`config.mk`:
```
export PLATFORM = sky130hd
export DESIGN_NAME = robot_state_record_parser
export DESIGN_NICKNAME = d
export VERILOG_FILES = /design/src/sv/rsrp_pkg.sv /design/src/sv/rsrp_step.sv /design/src/sv/robot_state_record_parser.sv
export SDC_FILE = /design/constraint.sdc
export NUM_CORES = 1
export LEC_CHECK = 0
export ABC_AREA = 1
export BUFFER_PORTS_ARGS = -buffer_cell sky130_fd_sc_hd__buf_4
export CORE_MARGIN = 2
export CORE_UTILIZATION = 52
export CTS_CLUSTER_DIAMETER = 100
export DETAILED_ROUTE_END_ITERATION = 10
export PLACE_DENSITY = 0.71
export SETUP_SLACK_MARGIN = 0.4
export SLEW_MARGIN = 20
export SYNTH_ARGS = -nofsm -noshare
export SYNTH_HDL_FRONTEND = slang
export SYNTH_SLANG_ARGS = --single-unit
```
`constraint.sdc`:
```
create_clock -name clk -period 12.5 [get_ports clk]
set_clock_uncertainty 0.2 [all_clocks]
set_input_delay 1.25 -clock clk [delete_from_list [all_inputs] [get_ports clk]]
set_output_delay 1.25 -clock clk [all_outputs]
set_load 0.05 [all_outputs]
```
`src/sv/rsrp_pkg.sv`:
```
// shared types, constants and record layout tables for the robot state record parser
// no dependencies
package rsrp_pkg;

  localparam int unsigned JOINT_COUNT      = 6;
  localparam int unsigned MAX_BUFFER_BYTES = 65535;

  localparam logic [15:0] MIN_BUFFER_BYTES = 16'd5;
  localparam logic [3:0]  HEADER_BYTES     = 4'd5;
  localparam logic [2:0]  KIND_JOINTS      = 3'd1;
  localparam logic [2:0]  KIND_SKIP        = 3'd5;
  localparam logic [5:0]  JOINT_FIELDS     = 6'd8;

  // parser phase codes
  localparam logic [1:0] PH_IDLE    = 2'd0;
  localparam logic [1:0] PH_MSG_HDR = 2'd1;
  localparam logic [1:0] PH_REC_HDR = 2'd2;
  localparam logic [1:0] PH_PAYLOAD = 2'd3;

  // message status codes
  localparam logic [1:0] ST_RUNNING   = 2'd0;
  localparam logic [1:0] ST_DONE      = 2'd1;
  localparam logic [1:0] ST_SHORT_BUF = 2'd2;
  localparam logic [1:0] ST_BAD_SIZE  = 2'd3;

  // byte width of every field, per record kind
  localparam logic [3:0] LAYOUT_WIDTH [5][16] = '{
    '{4'd8, 4'd1, 4'd1, 4'd1, 4'd1, 4'd1, 4'd1, 4'd1,
      4'd1, 4'd8, 4'd0, 4'd0, 4'd0, 4'd0, 4'd0, 4'd0},
    '{4'd8, 4'd8, 4'd8, 4'd4, 4'd4, 4'd4, 4'd4, 4'd1,
      4'd0, 4'd0, 4'd0, 4'd0, 4'd0, 4'd0, 4'd0, 4'd0},
    '{4'd1, 4'd1, 4'd8, 4'd8, 4'd4, 4'd1, 4'd4, 4'd4,
      4'd0, 4'd0, 4'd0, 4'd0, 4'd0, 4'd0, 4'd0, 4'd0},
    '{4'd2, 4'd2, 4'd1, 4'd1, 4'd8, 4'd8, 4'd1, 4'd1,
      4'd8, 4'd8, 4'd4, 4'd4, 4'd4, 4'd4, 4'd1, 4'd1},
    '{4'd8, 4'd8, 4'd8, 4'd8, 4'd8, 4'd8, 4'd0, 4'd0,
      4'd0, 4'd0, 4'd0, 4'd0, 4'd0, 4'd0, 4'd0, 4'd0}
  };

  localparam logic [5:0] LAYOUT_LEN [5] = '{6'd10, 6'd8, 6'd8, 6'd16, 6'd6};

  typedef struct packed {
    logic [1:0]  phase;
    logic [15:0] message_bytes_left;
    logic [39:0] header_shift;
    logic [31:0] record_bytes_left;
    logic [2:0]  current_kind;
    logic [5:0]  layout_position;
    logic [2:0]  joint_counter;
    logic [3:0]  field_byte_count;
    logic [63:0] value_accumulator;
  } state_t;

  typedef struct packed {
    logic        field_valid;
    logic [2:0]  record_kind;
    logic [3:0]  field_index;
    logic [2:0]  joint_index;
    logic [63:0] field_value;
    logic [3:0]  field_bytes;
    logic [1:0]  message_status;
    logic        message_end;
  } result_t;

  function automatic logic [3:0] layout_width(input logic [2:0] kind, input logic [3:0] pos);
    logic [3:0] w;
    w = 4'd0;
    if (kind < KIND_SKIP) begin
      w = LAYOUT_WIDTH[kind][pos];
    end
    return w;
  endfunction

  function automatic logic [5:0] layout_len(input logic [2:0] kind);
    logic [5:0] n;
    n = 6'd0;
    if (kind < KIND_SKIP) begin
      n = LAYOUT_LEN[kind];
    end
    return n;
  endfunction

endpackage

```
`src/sv/rsrp_step.sv`:
```
// next-state and result logic for one received byte
// depends on rsrp_pkg
module rsrp_step (
  input  rsrp_pkg::state_t  st,
  input  logic [7:0]        data_byte,
  input  logic              buffer_start,
  input  logic [15:0]       buffer_length,
  output rsrp_pkg::state_t  st_next,
  output rsrp_pkg::result_t res,
  output logic              res_valid
);

  always_comb begin
    logic [15:0] len;
    logic [31:0] size;
    logic [39:0] hs_shift;
    logic [3:0]  fbc_inc;
    logic [3:0]  w;
    logic [5:0]  lp_inc;
    logic [3:0]  jc_inc;

    st_next  = st;
    res      = '0;
    hs_shift = {st.header_shift[31:0], data_byte};
    size     = hs_shift[39:8];
    fbc_inc  = st.field_byte_count + 4'd1;
    w        = rsrp_pkg::layout_width(st.current_kind, st.layout_position[3:0]);
    lp_inc   = st.layout_position + 6'd1;
    jc_inc   = {1'b0, st.joint_counter} + 4'd1;
    len      = (32'(buffer_length) > rsrp_pkg::MAX_BUFFER_BYTES)
               ? 16'(rsrp_pkg::MAX_BUFFER_BYTES) : buffer_length;

    if (buffer_start) begin
      if (len < rsrp_pkg::MIN_BUFFER_BYTES) begin
        st_next.phase      = rsrp_pkg::PH_IDLE;
        res.message_status = rsrp_pkg::ST_SHORT_BUF;
        res.message_end    = 1'b1;
      end else begin
        st_next.phase              = rsrp_pkg::PH_MSG_HDR;
        st_next.header_shift       = {32'd0, data_byte};
        st_next.field_byte_count   = 4'd1;
        st_next.message_bytes_left = len;
      end
    end else begin
      unique case (st.phase)
        rsrp_pkg::PH_IDLE: begin
        end
        rsrp_pkg::PH_MSG_HDR: begin
          st_next.header_shift     = hs_shift;
          st_next.field_byte_count = fbc_inc;
          if (fbc_inc >= rsrp_pkg::HEADER_BYTES) begin
            st_next.field_byte_count = 4'd0;
            st_next.header_shift     = '0;
            if (size > {16'd0, st.message_bytes_left}) begin
              st_next.phase      = rsrp_pkg::PH_IDLE;
              res.message_status = rsrp_pkg::ST_SHORT_BUF;
              res.message_end    = 1'b1;
            end else if (size <= 32'd5) begin
              st_next.phase      = rsrp_pkg::PH_IDLE;
              res.message_status = rsrp_pkg::ST_DONE;
              res.message_end    = 1'b1;
            end else begin
              // size fits in 16 bits here as it is no larger than the buffer
              st_next.message_bytes_left = 16'(size - 32'd5);
              st_next.phase              = rsrp_pkg::PH_REC_HDR;
            end
          end
        end
        rsrp_pkg::PH_REC_HDR: begin
          st_next.header_shift       = hs_shift;
          st_next.field_byte_count   = fbc_inc;
          st_next.message_bytes_left = st.message_bytes_left - 16'd1;
          if (fbc_inc >= rsrp_pkg::HEADER_BYTES) begin
            st_next.field_byte_count = 4'd0;
            st_next.header_shift     = '0;
            if (size[31] || size < 32'd5) begin
              st_next.phase      = rsrp_pkg::PH_IDLE;
              res.message_status = rsrp_pkg::ST_BAD_SIZE;
              res.message_end    = 1'b1;
            end else begin
              st_next.record_bytes_left = size - 32'd5;
              st_next.current_kind      = (hs_shift[7:0] < 8'd5) ? hs_shift[2:0]
                                                                 : rsrp_pkg::KIND_SKIP;
              st_next.layout_position   = 6'd0;
              st_next.joint_counter     = 3'd0;
              st_next.value_accumulator = '0;
              st_next.phase             = (size != 32'd5) ? rsrp_pkg::PH_PAYLOAD
                                                          : rsrp_pkg::PH_REC_HDR;
            end
          end
          // bad size wins over the message running out
          if (!res.message_end && st_next.message_bytes_left == 16'd0) begin
            st_next.phase      = rsrp_pkg::PH_IDLE;
            res.message_status = rsrp_pkg::ST_DONE;
            res.message_end    = 1'b1;
          end
        end
        rsrp_pkg::PH_PAYLOAD: begin
          if (st.current_kind < rsrp_pkg::KIND_SKIP &&
              st.layout_position < rsrp_pkg::layout_len(st.current_kind)) begin
            st_next.value_accumulator = {st.value_accumulator[55:0], data_byte};
            st_next.field_byte_count  = fbc_inc;
            if (fbc_inc >= w) begin
              res.field_valid           = 1'b1;
              res.record_kind           = st.current_kind;
              res.field_index           = st.layout_position[3:0];
              res.joint_index           = (st.current_kind == rsrp_pkg::KIND_JOINTS)
                                          ? st.joint_counter : 3'd0;
              res.field_value           = {st.value_accumulator[55:0], data_byte};
              res.field_bytes           = w;
              st_next.value_accumulator = '0;
              st_next.field_byte_count  = 4'd0;
              st_next.layout_position   = lp_inc;
              if (st.current_kind == rsrp_pkg::KIND_JOINTS &&
                  lp_inc >= rsrp_pkg::JOINT_FIELDS) begin
                // wrap to the next joint until all joints are read
                if (32'(jc_inc) < rsrp_pkg::JOINT_COUNT) begin
                  st_next.joint_counter   = jc_inc[2:0];
                  st_next.layout_position = 6'd0;
                end else begin
                  st_next.layout_position = rsrp_pkg::JOINT_FIELDS;
                end
              end
            end
          end
          st_next.record_bytes_left  = st.record_bytes_left - 32'd1;
          st_next.message_bytes_left = st.message_bytes_left - 16'd1;
          if (st_next.message_bytes_left == 16'd0) begin
            st_next.phase      = rsrp_pkg::PH_IDLE;
            res.message_status = rsrp_pkg::ST_DONE;
            res.message_end    = 1'b1;
          end else if (st_next.record_bytes_left == 32'd0) begin
            st_next.phase            = rsrp_pkg::PH_REC_HDR;
            st_next.field_byte_count = 4'd0;
            st_next.header_shift     = '0;
          end
        end
        default: begin
        end
      endcase
    end

    res_valid = res.field_valid | res.message_end;
  end

endmodule

```
`src/sv/robot_state_record_parser.sv`:
```
// robot status message parser: one byte in, at most one result out (a field, a message end or both)
// the result of an accepted byte is registered in the output register
// throughput one byte per cycle; input stalls only while a held result is stalled
// rst (synchronous) returns the parser to waiting for a message header
// and empties the output register
// depends on rsrp_pkg and rsrp_step
module robot_state_record_parser (
  input  logic        clk,
  input  logic        rst,
  input  logic        in_valid,
  output logic        in_stall,
  input  logic [7:0]  data_byte,
  input  logic        buffer_start,
  input  logic [15:0] buffer_length,
  output logic        out_valid,
  input  logic        out_stall,
  output logic        field_valid,
  output logic [2:0]  record_kind,
  output logic [3:0]  field_index,
  output logic [2:0]  joint_index,
  output logic [63:0] field_value,
  output logic [3:0]  field_bytes,
  output logic [1:0]  message_status,
  output logic        message_end
);

  rsrp_pkg::state_t  st;
  rsrp_pkg::state_t  st_next;
  rsrp_pkg::result_t res_next;
  rsrp_pkg::result_t res;
  logic              res_valid;
  logic              accept;

  rsrp_step u_step (
    .st            (st),
    .data_byte     (data_byte),
    .buffer_start  (buffer_start),
    .buffer_length (buffer_length),
    .st_next       (st_next),
    .res           (res_next),
    .res_valid     (res_valid)
  );

  // a held result blocks the input only while it is itself stalled
  assign in_stall = out_valid & out_stall;
  assign accept   = in_valid & ~in_stall;

  always_ff @(posedge clk) begin
    if (rst) begin
      st <= '{phase: rsrp_pkg::PH_IDLE, default: '0};
    end else if (accept) begin
      st <= st_next;
    end
  end

  always_ff @(posedge clk) begin
    if (rst) begin
      out_valid <= 1'b0;
    end else begin
      out_valid <= (accept && res_valid) || (out_valid && out_stall);
    end
  end

  always_ff @(posedge clk) begin
    if (accept && res_valid) begin
      res <= res_next;
    end
  end

  assign field_valid    = res.field_valid;
  assign record_kind    = res.record_kind;
  assign field_index    = res.field_index;
  assign joint_index    = res.joint_index;
  assign field_value    = res.field_value;
  assign field_bytes    = res.field_bytes;
  assign message_status = res.message_status;
  assign message_end    = res.message_end;

endmodule

```
==> flow_summary_export.csv <==
group,metric,value,unit
placed_design,gp_congestion,0.995,
cts,clock_latency,0.54,ns
route,vias_per_cell,5.54,
global_route,track_usage,0.272,
pwr,p_per_area,131,nW/um2
logic_synthesis,ys_async_sr_fraction,0,
logic_synthesis,synth_edf_count,82,
logic_synthesis,synth_area_leader_cell,"dfxtp_1",
global_route,grt_pass1_vias,11300,
sta,slew_headroom,0.292,
worst_setup_path,cpPeakStageDelay,0.71,ns
sta,period_share,0.375,
sta,hold_viol_final,0,
cts,numCtsBuffers,26,
cts,tritoncts,"built",
route,post-route-drc-count,0,
pwr,p_leak,0.00639,uW
floorplan,ios,113,
worst_setup_path,required,12.46,ns
finish,fin_cells,2175,
worst_setup_path,path_cells,"inv_1, ha_1, or2_2, nand2_1, o21ai_0, a221o_1, o21ai_0, ha_1, nand4_1, nand3_1, inv_1, nor2_2, inv_1, nor2_2, inv_2, nand2_1, nand2_1, clkinv_2, buf_4",
finish,syn_to_final_growth,14.5,%
cts,cts_sinks,237,
logic_synthesis,synth_area_leaders,"dfxtp_1, edfxtp_1, nand2_1",
floorplan,die_area,26900,um2
worst_hold_path,min_path_type,"reg2reg",
sta,hold_slack,0.258,ns
global_route,grt-ovfl-total,0,
floorplan,design.core.area,25200,um2
sta,tightest_slew,1.06,ns
worst_setup_path,path_buf_inv,6,
floorplan,fp.dieW,164,um
route,drt_wl_total,36300,um
sta,final-setup-viol-count,0,
sta,tns,0,ns
finish,layout_common_cells,"nand2_1, nor2_1, inv_1",
floorplan,start_util,0.529,
cts,cts-resized-gates,0,
worst_setup_path,worstPathMaxFanout,74,
cts,clkTransAtPathRegs,0.06,ns
sta,rsz0062_at_grt,"false",
worst_setup_path,crit_family,"buffers and inverters",
flow_run,drv_cap,0,
route,num_vias,12000,
cts,hold_buffers,0,
finish,final_common_cell,"nand2_1",
worst_setup_path,end_kind,"flip-flop",
cts,cts-root-buf,"clkbuf_16",
logic_synthesis,ys_seq_area_frac,0.418,
global_route,antenna_found_initial,0,
placed_design,dp_hpwl,26400,um
sta,fin_ws,7.81,ns
finish,nNetsFinal,1893,
logic_synthesis,synth_top_area_frac,0.233,
worst_setup_path,path_class,"reg2reg",
logic_synthesis,ys_types,48,
cts,post_cts_buffers,0,
logic_synthesis,yosys_warnings,0,
logic_synthesis,ys.flop_type,"dfxtp_1",
route,ant_nets,0,
pwr,peakVddDrop,0.000115,V
sta,min_period,4.69,ns
finish,fillers,2325,
global_route,grt_pass1_wl,58600,um
cts,clockBufferDepth,3,
cts,htree_levels,1,
finish,drive_above_1_share,0.145,
floorplan,die_h,164,um
placed_design,place_worst_setup_slack,7.87,ns
logic_synthesis,avgSynthCellArea,7.59,um2
finish,n_antenna_cell,0,
status,status,"finished clean",
placed_design,place.port_buffers,112,
route,wl_per_cell,16.7,um
worst_setup_path,cp_slowest_cell,"buf_4",
logic_synthesis,synth_area,13300,um2
floorplan,rows,58,
global_route,grt_start_max_net_pins,93,
sta,fmax,0.213,GHz
worst_setup_path,arrival,4.65,ns
route,firstDrtPassIters,5,
sta,slew_violations,0,
logic_synthesis,synth-seq-cells,237,
placed_design,post-place-cells,2126,
worst_setup_path,start_kind,"flip-flop",
logic_synthesis,syn_nets,1821,
route,drt_iter0_drc,936,
logic_synthesis,syn_inst,1753,
[flip-flops by register name (all words and copies together), names as in the netlist, 2 cells and up]
name,cells
record_kind,3
message_status,2
st,154
field_bytes,4
field_value,64
joint_index,3
field_index,4
[worst min-delay path: stages, from the launching register on]
cell and delay (ns):
dfxtp_1 0.30, inv_1 0.06, a211oi_1 0.06
[power by group]
group | leakage (uW) | internal (uW) | switching [uW]
Sequential | 0.00203 | 815 | 21.0
Combinational | 0.00389 | 90.9 | 206
Clock | 0.000477 | 544 | 317
Total | 0.00639 | 1450 | 544
[layout make-up]
cell class,count,area (um2),area share
multi-input cells,1229,6570,0.431
flip-flops and latches,237,5570,0.365
repair buffers,121,928,0.0609
inverters,210,792,0.0520
clock buffers,34,743,0.0488
well taps,330,413,0.0271
clock inverters,14,236,0.0155
[worst paths after layout]
check         start               to  slack (ns)  cells past startpoint
max          st[77]  field_value[40]        7.81                     19
min          st[50]           st[50]        0.26                      2
max reg2reg  st[77]  field_value[40]        7.81                     19
min reg2reg  st[50]           st[50]        0.26                      2
[per-stage QoR]
stage          area, um2  utilization  total power [uW]
6_report           15200        0.605              1990
5_1_grt            15200        0.605              2070
4_1_cts            15200        0.604              2000
3_5_place_dp       14200        0.565              1150
3_3_place_gp       14200        0.565              1140
2_1_floorplan      13300            -              1060
[kinds of logic (layout without fill, tap and decap cells)]
logic type	Yosys count	in the layout	synth area share
buf+inv	287	379	0.0893
mux	1	1	0.000752
fa+ha+maj	39	39	0.0367
compound gates	357	357	0.181
xor+xnor	38	38	0.0256
flops	237	237	0.418
simple gates	794	794	0.249
[cell usage after synthesis, types with 7 or more instances]
cell type / number
nand2_1: 342
nor2_1: 285
inv_1: 200
dfxtp_1: 155
a21oi_1: 149
edfxtp_1: 82
nand3_1: 78
o21ai_0: 56
a211oi_2: 50
ha_1: 39
clkbuf_1: 37
a211oi_1: 28
xor2_1: 27
buf_2: 26
nand4_1: 21
a221oi_1: 19
nor2_2: 18
nor3_1: 18
o21ai_1: 12
o211ai_1: 11
a31oi_1: 10
xnor2_1: 10
inv_2: 9
a22oi_1: 8
buf_4: 7
buf_6: 7
nand2_2: 7
nor4_1: 7
or2_2: 7
[layer usage]
metal	up-vias	GRT usage	part of all wire
li1	5981	-	-
met1	5568	0.360	0.43
met2	402	0.460	0.47
met3	88	0.0288	0.060
met4	0	0.105	0.038
met5	-	0	0
(Power assumes the default switching activity.)
